===== src/hdl/lfkx_pkg.sv =====
// ----------------------------------------------------------------------------
// lfkx_pkg
// shared types and constants of the filtered shift register byte cipher
// ----------------------------------------------------------------------------
package lfkx_pkg;

    localparam int REG_W          = 91;
    localparam int STEPS_DEFAULT  = 10;
    localparam int BYTE_W         = 8;
    localparam int SEED_W         = 8;
    localparam int SKIP_W         = 16;
    localparam int CFG_IDX_W      = 1;
    localparam int CFG_DATA_W     = 16;

    localparam logic [SEED_W-1:0] SEED_RESET = 8'd35;
    localparam logic [SKIP_W-1:0] SKIP_RESET = 16'd2048;

    typedef logic [REG_W-1:0] t_ks_reg;

    typedef enum logic [CFG_IDX_W-1:0] {
        CFG_SEED = 1'b0,
        CFG_SKIP = 1'b1
    } t_cfg_idx;

    // one register step: filter bit out, shift right, feedback into the top
    function automatic logic ks_filter(input t_ks_reg r);
        ks_filter = r[1] & (r[REG_W-1] | r[REG_W-3]);
    endfunction

    function automatic t_ks_reg ks_shift(input t_ks_reg r);
        ks_shift = {r[8] ^ r[5] ^ r[1], r[REG_W-1:1]};
    endfunction

endpackage


===== src/hdl/lfsr_filtered_keystream_xor.sv =====
// ----------------------------------------------------------------------------
// lfsr_filtered_keystream_xor
// byte stream cipher from one nonlinearly filtered 91-bit shift register
// ----------------------------------------------------------------------------
// usage:
//  s_axis carries one data byte per item, tuser flags a restart that reloads
//  the seed and clears the byte count before that byte is handled
//  m_axis returns one byte per input item, in order
//  bytes below the skip length pass through, later ones are xored with a
//  keystream byte made by STEPS_PER_BYTE unrolled register steps
//  an item passes the input register, then the result register, with the
//  unrolled step chain between the two; throughput one item per cycle while
//  the receiver takes every result
//  a stalled receiver holds the result register; the input register still
//  takes one more item, after which tready falls until the result is taken
//  reset: seed 35, skip length 2048, byte count zero, register seeded,
//  both stages empty
//  configuration: i_cfg_we with i_cfg_idx 0 (seed) or 1 (skip length),
//  written by the user only while the block is idle, which the block does
//  not enforce itself; a new seed acts at the next restart
// ----------------------------------------------------------------------------
module lfsr_filtered_keystream_xor
    import lfkx_pkg::*;
#(
    parameter int STEPS_PER_BYTE = STEPS_DEFAULT
) (
    input  logic                  i_clk,
    input  logic                  i_rst_n,
    input  logic                  i_cfg_we,
    input  logic [CFG_IDX_W-1:0]  i_cfg_idx,
    input  logic [CFG_DATA_W-1:0] i_cfg_data,
    input  logic                  s_axis_tvalid,
    output logic                  s_axis_tready,
    input  logic [BYTE_W-1:0]     s_axis_tdata,   // [7:0] data_byte
    input  logic                  s_axis_tuser,   // [0] restart
    output logic                  m_axis_tvalid,
    input  logic                  m_axis_tready,
    output logic [BYTE_W-1:0]     m_axis_tdata    // [7:0] out_byte
);

    logic [SEED_W-1:0] r_seed;
    logic [SKIP_W-1:0] r_skip;
    t_ks_reg           r_ks;
    t_ks_reg           n_ks;
    logic [SKIP_W-1:0] r_count;
    logic [SKIP_W-1:0] n_count;

    logic              r_in_valid;
    logic [BYTE_W-1:0] r_in_data;
    logic              r_in_restart;
    logic              r_out_valid;
    logic [BYTE_W-1:0] r_out_data;
    logic [BYTE_W-1:0] n_out_data;

    logic              w_adv;
    logic              w_take;

    assign w_adv         = r_in_valid && (!r_out_valid || m_axis_tready);
    assign s_axis_tready = !r_in_valid || w_adv;
    assign w_take        = s_axis_tvalid && s_axis_tready;
    assign m_axis_tvalid = r_out_valid;
    assign m_axis_tdata  = r_out_data;

    always_comb begin
        t_ks_reg           v_reg;
        logic [SKIP_W-1:0] v_count;
        logic [BYTE_W-1:0] v_ks;
        v_reg   = r_in_restart ? {{(REG_W-SEED_W){1'b0}}, r_seed} : r_ks;
        v_count = r_in_restart ? '0 : r_count;
        v_ks    = '0;
        if (v_count >= r_skip) begin
            for (int k = 0; k < STEPS_PER_BYTE; k++) begin
                v_ks  = {v_ks[BYTE_W-2:0], ks_filter(v_reg)};
                v_reg = ks_shift(v_reg);
            end
            n_count    = v_count;
            n_out_data = r_in_data ^ v_ks;
        end else begin
            n_count    = v_count + SKIP_W'(1);
            n_out_data = r_in_data;
        end
        n_ks = v_reg;
    end

    always_ff @(posedge i_clk) begin
        if (!i_rst_n) begin
            r_seed      <= SEED_RESET;
            r_skip      <= SKIP_RESET;
            r_ks        <= {{(REG_W-SEED_W){1'b0}}, SEED_RESET};
            r_count     <= '0;
            r_in_valid  <= 1'b0;
            r_out_valid <= 1'b0;
        end else begin
            if (i_cfg_we) begin
                unique case (t_cfg_idx'(i_cfg_idx))
                    CFG_SEED: r_seed <= i_cfg_data[SEED_W-1:0];
                    CFG_SKIP: r_skip <= i_cfg_data[SKIP_W-1:0];
                    default:  r_skip <= r_skip;
                endcase
            end
            if (w_take) begin
                r_in_valid <= 1'b1;
            end else if (w_adv) begin
                r_in_valid <= 1'b0;
            end
            if (w_adv) begin
                r_out_valid <= 1'b1;
                r_ks        <= n_ks;
                r_count     <= n_count;
            end else if (m_axis_tready) begin
                r_out_valid <= 1'b0;
            end
        end
    end

    always_ff @(posedge i_clk) begin
        if (w_take) begin
            r_in_data    <= s_axis_tdata;
            r_in_restart <= s_axis_tuser;
        end
        if (w_adv) begin
            r_out_data <= n_out_data;
        end
    end

`ifndef SYNTHESIS
    a_restart_count: assert property (@(posedge i_clk) disable iff (!i_rst_n)
        (w_adv && r_in_restart) |=> (r_count <= SKIP_W'(1)))
        else $error("byte count not cleared by restart");

    a_count_step: assert property (@(posedge i_clk) disable iff (!i_rst_n)
        (w_adv && !r_in_restart && (r_count < r_skip))
        |=> (r_count == $past(r_count) + SKIP_W'(1)))
        else $error("byte count did not advance on a passed item");

    a_count_hold: assert property (@(posedge i_clk) disable iff (!i_rst_n)
        (w_adv && !r_in_restart && (r_count >= r_skip)) |=> $stable(r_count))
        else $error("byte count moved on an encrypted item");

    a_pass_through: assert property (@(posedge i_clk) disable iff (!i_rst_n)
        (w_adv && (r_in_restart ? (r_skip != '0) : (r_count < r_skip)))
        |=> (r_out_data == $past(r_in_data)))
        else $error("skipped item was altered");

    a_ready_empty: assert property (@(posedge i_clk) disable iff (!i_rst_n)
        (!r_in_valid || !r_out_valid) |-> s_axis_tready)
        else $error("input stalled with a free stage");
`endif

endmodule


===== config.mk =====
export PLATFORM = sky130hd
export DESIGN_NAME = lfsr_filtered_keystream_xor
export DESIGN_NICKNAME = d
export VERILOG_FILES = /design/src/hdl/lfkx_pkg.sv /design/src/hdl/lfsr_filtered_keystream_xor.sv
export SDC_FILE = /design/constraint.sdc
export NUM_CORES = 1
export LEC_CHECK = 0
export CORE_UTILIZATION = 50
export DETAILED_ROUTE_END_ITERATION = 10
export DONT_BUFFER_PORTS = 1
export RECOVER_POWER = 100
export SYNTH_ARGS = -nofsm -noshare
export SYNTH_HDL_FRONTEND = slang
export SYNTH_SLANG_ARGS = --single-unit

===== constraint.sdc =====
create_clock -name i_clk -period 4.15 [get_ports i_clk]
set_input_delay 0.83 -clock i_clk [delete_from_list [all_inputs] [get_ports i_clk]]
set_output_delay 0.83 -clock i_clk [all_outputs]
set_load 0.02 [all_outputs]

==> results of run 1 <==
==> per-layer routing <==
metal	vias to the layer above	share of wire	GRT usage
met3	9	0.033	0.0638
met1	2306	0.47	0.285
met4	0	0.010	0.0797
li1	2445	-	-
met2	82	0.48	0.337
met5	-	0	0
==> final timing paths <==
check	endpoint	slack (ns)	cells past startpoint
max	m_axis_tdata[3]	0.42	8
max reg2reg	m_axis_tdata[3]	0.42	8
min reg2reg	r_skip[13]	0.46	2
min	r_skip[13]	0.46	2
==> stage by stage <==
stage	setup slack, ns	power (mW)	hold slack, ns	util	instances
2_1_floorplan	0.557	1.65	0.433	-	705
3_3_place_gp	0.589	1.67	0.446	0.522	830
3_5_place_dp	0.435	1.67	0.451	0.522	830
4_1_cts	0.447	3.21	0.460	0.572	862
5_1_grt	0.102	3.30	0.477	0.570	862
6_report	0.420	3.17	0.458	0.570	862
==> tightest hold or removal path, cell delays in order, from the launching register on <==
cell                      delay [ns]
sky130_fd_sc_hd__dfxtp_1        0.31
sky130_fd_sc_hd__nand2_1        0.05
sky130_fd_sc_hd__a21oi_1        0.05
==> power by group through the flow <==
stage                     combinational [mW]  clock, mW  sequential [mW]
after floorplan                        0.126          0             1.52
after global placement                 0.135          0             1.53
after detailed placement               0.139          0             1.53
after CTS                              0.139       1.57             1.50
after global routing                   0.154       1.64             1.50
final                                  0.137       1.54             1.50
==> final cells by class <==
type,count,share of cell area
clock inverters,10,0.0174
repair buffers,8,0.00670
clock buffers,22,0.0703
well taps,168,0.0304
flip-flops and latches,148,0.454
inverters,20,0.0109
multi-input cells,486,0.411
==> registers in the layout (all words and copies together), names as in the netlist <==
name and cells:
r_in_restart 1, r_in_data 8, r_ks 90, m_axis_tvalid 1, r_count 16, r_seed 7, r_skip 16, r_in_valid 1
m_axis_tdata 8
==> cell families (layout without fill, tap and decap cells) <==
kind of cell             Yosys count  after routing  synth area share
multiplexers                      11             11            0.0180
XOR/XNOR                          31             31            0.0435
buffers and inverters             71             60            0.0461
adder cells (fa/ha/maj)           16             16            0.0320
flip-flops                       148            148             0.501
AND/OR/NAND/NOR                  261            261             0.186
AO/OA/AOI/OAI                    167            167             0.173
==> synth_stat cells, drive strengths merged, types with 9 or more instances <==
library cell  number  area (sq um)
nor2              18          67.6
nor2b             18           113
o21ai             13          68.8
buf               16          81.3
nand4             10          62.6
nand3             19          95.1
xnor2             20           175
ha                16           200
clkbuf            35           131
o22ai             74           463
a21oi             41           205
inv               19          71.3
mux2i              9          90.1
nand2            166           623
edfxtp            17           510
dfxtp            131          2620
xor2              11          96.3
==> results.txt, run 1 <==
----------------------------------------------------
[Status]
  Result of the run ... finished clean

[Placement]
  Placement-stage cell area ... roughly 6300 sq um
  Count of input and output buffers ... 0
  Final GP Congestion ... just under 0.8
  Post-DP HPWL ... roughly 8.7 mm

[Yosys]
  Main synth FF type ... sky130_fd_sc_hd__dfxtp_1
  Area of the mapped netlist ... about 6200 sq um
  Number of flops mapped to enable cells by yosys ... 17
  Count of synthesis-stage warnings from yosys ... 0
  Sequential-to-total area share from yosys stat ... 0.501
  Fraction of synthesis flops using an asynchronous set or reset pin ... 0
  Post-Syn Nets ... approximately 750
  Number of unique standard cell types used by synthesis ... 47
  Flop and latch count out of synthesis ... roughly 150
  Syn Inst Count ... 705
  Mean instance size in the synthesized netlist ... 8.86 sq um

[Worst setup path]
  CP arrival ... 3.88 ns
  Worst Setup End Kind ... flop
  Slowest cell delay on critical path ... 0.73 ns
  Cell type of the slowest stage on the worst timing path ... sky130_fd_sc_hd__edfxtp_1
  Kind of start point of the critical path ... flop
  Cell class contributing the biggest share of worst-path delay ... compound AO/OA/AOI/OAI gates
  Launch instance of the worst register-to-register path ... r_in_restart
  Required time of the critical path ... 4.30 ns
  Worst setup path startpoint ... r_in_restart
  Bufs and invs on worst path ... 1
  Worst Setup Path Type ... flop to flop
  Maximum fanout along the worst path ... 20
  Critical path cell sequence ... nor2b_1, ha_1, and4_1, nand4_1, o21ai_2, clkbuf_1, o211ai_1, xnor2_1

[Clocking]
  Clock tree sinks ... about 150
  Number of hold buffers added after cts ... 0
  Clock root buffer master ... sky130_fd_sc_hd__clkbuf_16
  Insertion delay of the later-clocked pin in the worst-skew pair ... about 0.42 ns
  Clock tree from TritonCTS ... yes
  Clock Pin Slew Worst Setup and Hold Paths ... ~0.060 ns
  Postcts setup bufs ... 0
  H-tree levels ... 4
  Number of CTS-inserted buffers ... 17
  Post_cts resized ... 0
  Worst-case clock buffer depth ... 2

[Finish]
  Number of nets at the end of the flow ... 728
  Most used cells in the layout excluding fill and tap cells ... sky130_fd_sc_hd__nand2_1 (165), sky130_fd_sc_hd__dfxtp_1 (131), sky130_fd_sc_hd__o22ai_1 (74)
  Area growth syn-to-layout ... 10.5%
  Antenna Cells ... 0
  Most common library cell in the layout ignoring fill and taps ... sky130_fd_sc_hd__nand2_1
  Area used by multi-input combinational logic ... around 2800 sq um
  Fin area ... 6910 sq um
  Fraction of layout instances using a drive strength above 1 ... 0.0620
  Storage cell area ... 3130 sq um
  Number of filler instances in the final layout ... between 1000 and 1500

[Drt]
  Count of routing violations after the opening detailed-route iteration ... ~240
  Total iterations of the first detailed-routing run ... 4
  DRT Wirelength ... approximately 13 mm
  WL per Instance ... roughly 15 um
  Mean number of vias per cell ... 5.62
  Residual DRC count ... 0
  Antenna viol nets, final ... 0
  Vias after detailed routing ... just under 5000

[Min path]
  Hold Path Class ... flop to flop
  Hold path startpoint ... r_skip[13]

[Power and ir drop]
  Combinational Power Share ... 0.043
  Proportion of power drawn by the clock network ... 0.484
  P per Cell Area ... between 400 and 500 nW/um^2
  Fraction of power consumed by sequential logic ... 0.473
  Static leakage power ... ~2.4 nW
  Cell-internal power ... roughly 2.5 mW
  Switching share of power ... 0.220
  IR drop worst, VDD ... 0.355 mV
  Switching Power ... 0.697 mW

[Global routing]
  Overall routing resource usage ... 0.216
  Global route total overflow ... 0
  Initial antenna violation count ... 0
  Largest net degree at the start of global routing ... roughly 110
  Via count of the first global-routing pass ... ~4600
  Global-route wire length before repair ... roughly 22 mm

[Timing]
  Final worst clock skew ... about 0.013 ns
  Tcrit/Tclk final ... 0.899
  Setup-violating endpoint count in the final report ... 0
  Setup repair after global routing missed its margin ... false
  Setup TNS ... 0 ns
  Worst slew pin tran ... 1.08 ns
  Hold Fails Final Rpt ... 0
  Timing-limited maximum frequency ... about 270 MHz
  Final critical path time including I/O delays and setup ... around 3.7 ns
  Relative slew slack ... 0.276
  Pins Over Slew Limit ... 0

[Floorplan]
  Starting utilization of the core area ... 0.516
  I/O Pins ... 41
  Number of placement rows ... 40
  Core area ... 12100 sq um
  Area of the die ... between 10000 and 15000 sq um
  Die extent in y ... approximately 110 um
  Die boundary width ... 114 um

[Run]
  Max Cap Violations ... 0

----------------------------------------------------
No activity file was read; power rests on OpenSTA's default activity.
==> run 2, diff against run 1 <==
- CORE_UTILIZATION: 50 -> 29
- HOLD_SLACK_MARGIN: default -> 0.08
==> results.txt, run 2 (synthesized netlist as in run 1, its figures left out) <==
----------------------------------------------------
[Worst setup path]
  Worst Setup End Kind ... flop
  Worst reg2reg setup slack ... approximately 0.55 ns
  Critical Path End ... r_ks[59]
  Maximum fanout along the worst path ... 26
  CP arrival ... slightly below 4 ns
  Reg2reg path depth ... 11
  Reg-to-reg critical path endpoint ... r_ks[59]
  Required time of the critical path ... between 4 and 5 ns
  Bufs and invs on worst path ... 3
  Worst setup path startpoint ... r_in_restart
  Kind of start point of the critical path ... flop
  Cell class contributing the biggest share of worst-path delay ... compound AO/OA/AOI/OAI gates
  Slowest cell delay on critical path ... about 0.52 ns
  Worst Setup Path Type ... flop to flop
  Most prevalent standard cell on the critical path ... sky130_fd_sc_hd__buf_4
  Launch instance of the worst register-to-register path ... r_in_restart
  Cell type of the slowest stage on the worst timing path ... sky130_fd_sc_hd__edfxtp_1
  Critical path depth ... 11
  Critical path cell sequence ... buf_4, nor2b_1, ha_1, a21o_1, a221o_1, a221oi_1, o21ai_2, buf_4, nand2_2, buf_4, o22ai_1

[Placement]
  Count of input and output buffers ... 0
  Total instance count after detailed placement ... 940
  Post-DP HPWL ... approximately 9.1 mm
  Placement-stage cell area ... ~6500 sq um
  Final GP Congestion ... between 0.7 and 0.8

[Clocking]
  Clock root buffer master ... sky130_fd_sc_hd__clkbuf_16
  H-tree levels ... 4
  Insertion delay of the later-clocked pin in the worst-skew pair ... around 0.42 ns
  Postcts setup bufs ... 0
  Clock tree from TritonCTS ... yes
  Number of hold buffers added after cts ... 0
  Worst-case clock buffer depth ... 2
  Clock Pin Slew Worst Setup and Hold Paths ... 0.06 ns
  Clock tree sinks ... approximately 150
  Number of CTS-inserted buffers ... 17
  Post_cts resized ... 0

[Floorplan]
  I/O Pins ... a little over 40
  Number of placement rows ... 53
  Core area ... 21100 sq um
  Die boundary width ... between 100 and 150 um
  Die extent in y ... between 100 and 150 um
  Starting utilization of the core area ... 0.296
  Area of the die ... between 20000 and 25000 sq um

[Min path]
  Hold path startpoint ... r_skip[5]
  Hold Path Class ... flop to flop

[Global routing]
  Overall routing resource usage ... 0.132
  Global-route wire length before repair ... 22.8 mm
  Largest net degree at the start of global routing ... roughly 110
  Via count of the first global-routing pass ... around 4400
  Initial antenna violation count ... 0
  Global route total overflow ... 0

[Finish]
  Register with the most flip-flops ... r_ks
  Fraction of layout instances using a drive strength above 1 ... 0.0660
  Fin area ... about 7000 sq um
  Storage cell area ... 3130 sq um
  Area used by multi-input combinational logic ... approximately 2800 sq um
  Regs by FF count ... r_ks x90, r_count x16, r_skip x16
  Most used cells in the layout excluding fill and tap cells ... sky130_fd_sc_hd__nand2_1 (165), sky130_fd_sc_hd__dfxtp_1 (131), sky130_fd_sc_hd__o22ai_1 (74)
  Post-route insts no fill ... a little under 1000
  Most common library cell in the layout ignoring fill and taps ... sky130_fd_sc_hd__nand2_1
  Max FFs per register ... 90
  Number of filler instances in the final layout ... ~2200
  Area growth syn-to-layout ... 11.8%
  Number of nets at the end of the flow ... ~730
  Antenna Cells ... 0

[Drt]
  Vias after detailed routing ... 4815
  Mean number of vias per cell ... between 4 and 5
  WL per Instance ... 14.3 um
  DRT Wirelength ... approximately 14 mm
  Residual DRC count ... 0
  Total iterations of the first detailed-routing run ... 5
  Count of routing violations after the opening detailed-route iteration ... around 360
  Antenna viol nets, final ... 0

[Run]
  Max Cap Violations ... 0

[Timing]
  Timing-limited maximum frequency ... 278 MHz
  Final critical path time including I/O delays and setup ... 3.60 ns
  Worst slew pin tran ... about 1.2 ns
  Relative slew slack ... 0.180
  Tcrit/Tclk final ... 0.868
  Setup TNS ... 0 ns
  Setup repair after global routing missed its margin ... false
  Hold Fails Final Rpt ... 0
  Pins Over Slew Limit ... 0
  Setup-violating endpoint count in the final report ... 0
  Final worst clock skew ... 0.00919 ns

[Power and ir drop]
  Total power ... 3.02 mW
  IR drop worst, VDD ... roughly 0.26 mV
  Static leakage power ... about 2.4 nW
  P per Cell Area ... approximately 430 nW/um^2

[Status]
  Result of the run ... finished clean

----------------------------------------------------
run 2: area by class of cell:
class	count	area share
Timing Repair Buffer	11	0.0107
Clock inverter	10	0.0107
Sequential cell	148	0.449
Tap cell	275	0.0493
Clock buffer	22	0.0656
Multi-Input combinational cell	486	0.404
Inverter	20	0.0107
run 2: per-layer routing:
layer,global-route usage,part of all wire
met2,0.221,0.50
met5,0,0
met3,0.0385,0.037
met1,0.160,0.45
met4,0.0454,0.015
run 2: worst min-delay path by stage:
stage	to	slack, ns	depth (start not counted)
2_1_floorplan	r_skip[2]	0.43	2
3_3_place_gp	r_skip[8]	0.44	2
3_5_place_dp	r_skip[5]	0.45	2
4_1_cts	r_skip[5]	0.46	2
5_1_grt	r_skip[5]	0.47	2
6_report	r_skip[5]	0.46	2
run 2: stage by stage:
step | hold slack, ns | utilization | worst slack [ns]
CTS | 0.457 | 0.332 | 0.718
global route | 0.471 | 0.331 | 0.265
finish | 0.456 | 0.331 | 0.548
floorplan | 0.433 | - | 0.557
global placement | 0.445 | 0.307 | 0.700
detailed placement | 0.448 | 0.307 | 0.719
run 2: tightest hold or removal path: cells and delay by family, from the launching register on:
| family | cells | cell delay, ns |
|---|---|---|
| flops | 1 | 0.31 |
| compound gates | 1 | 0.05 |
| simple gates | 1 | 0.05 |
run 2: report_power, final:
group	internal [mW]	switching [mW]	total [mW]	leakage [nW]
clock network	0.790	0.590	1.38	0.251
registers	1.48	0.0228	1.50	1.22
logic	0.0463	0.0941	0.140	0.942
total	2.31	0.707	3.02	2.41
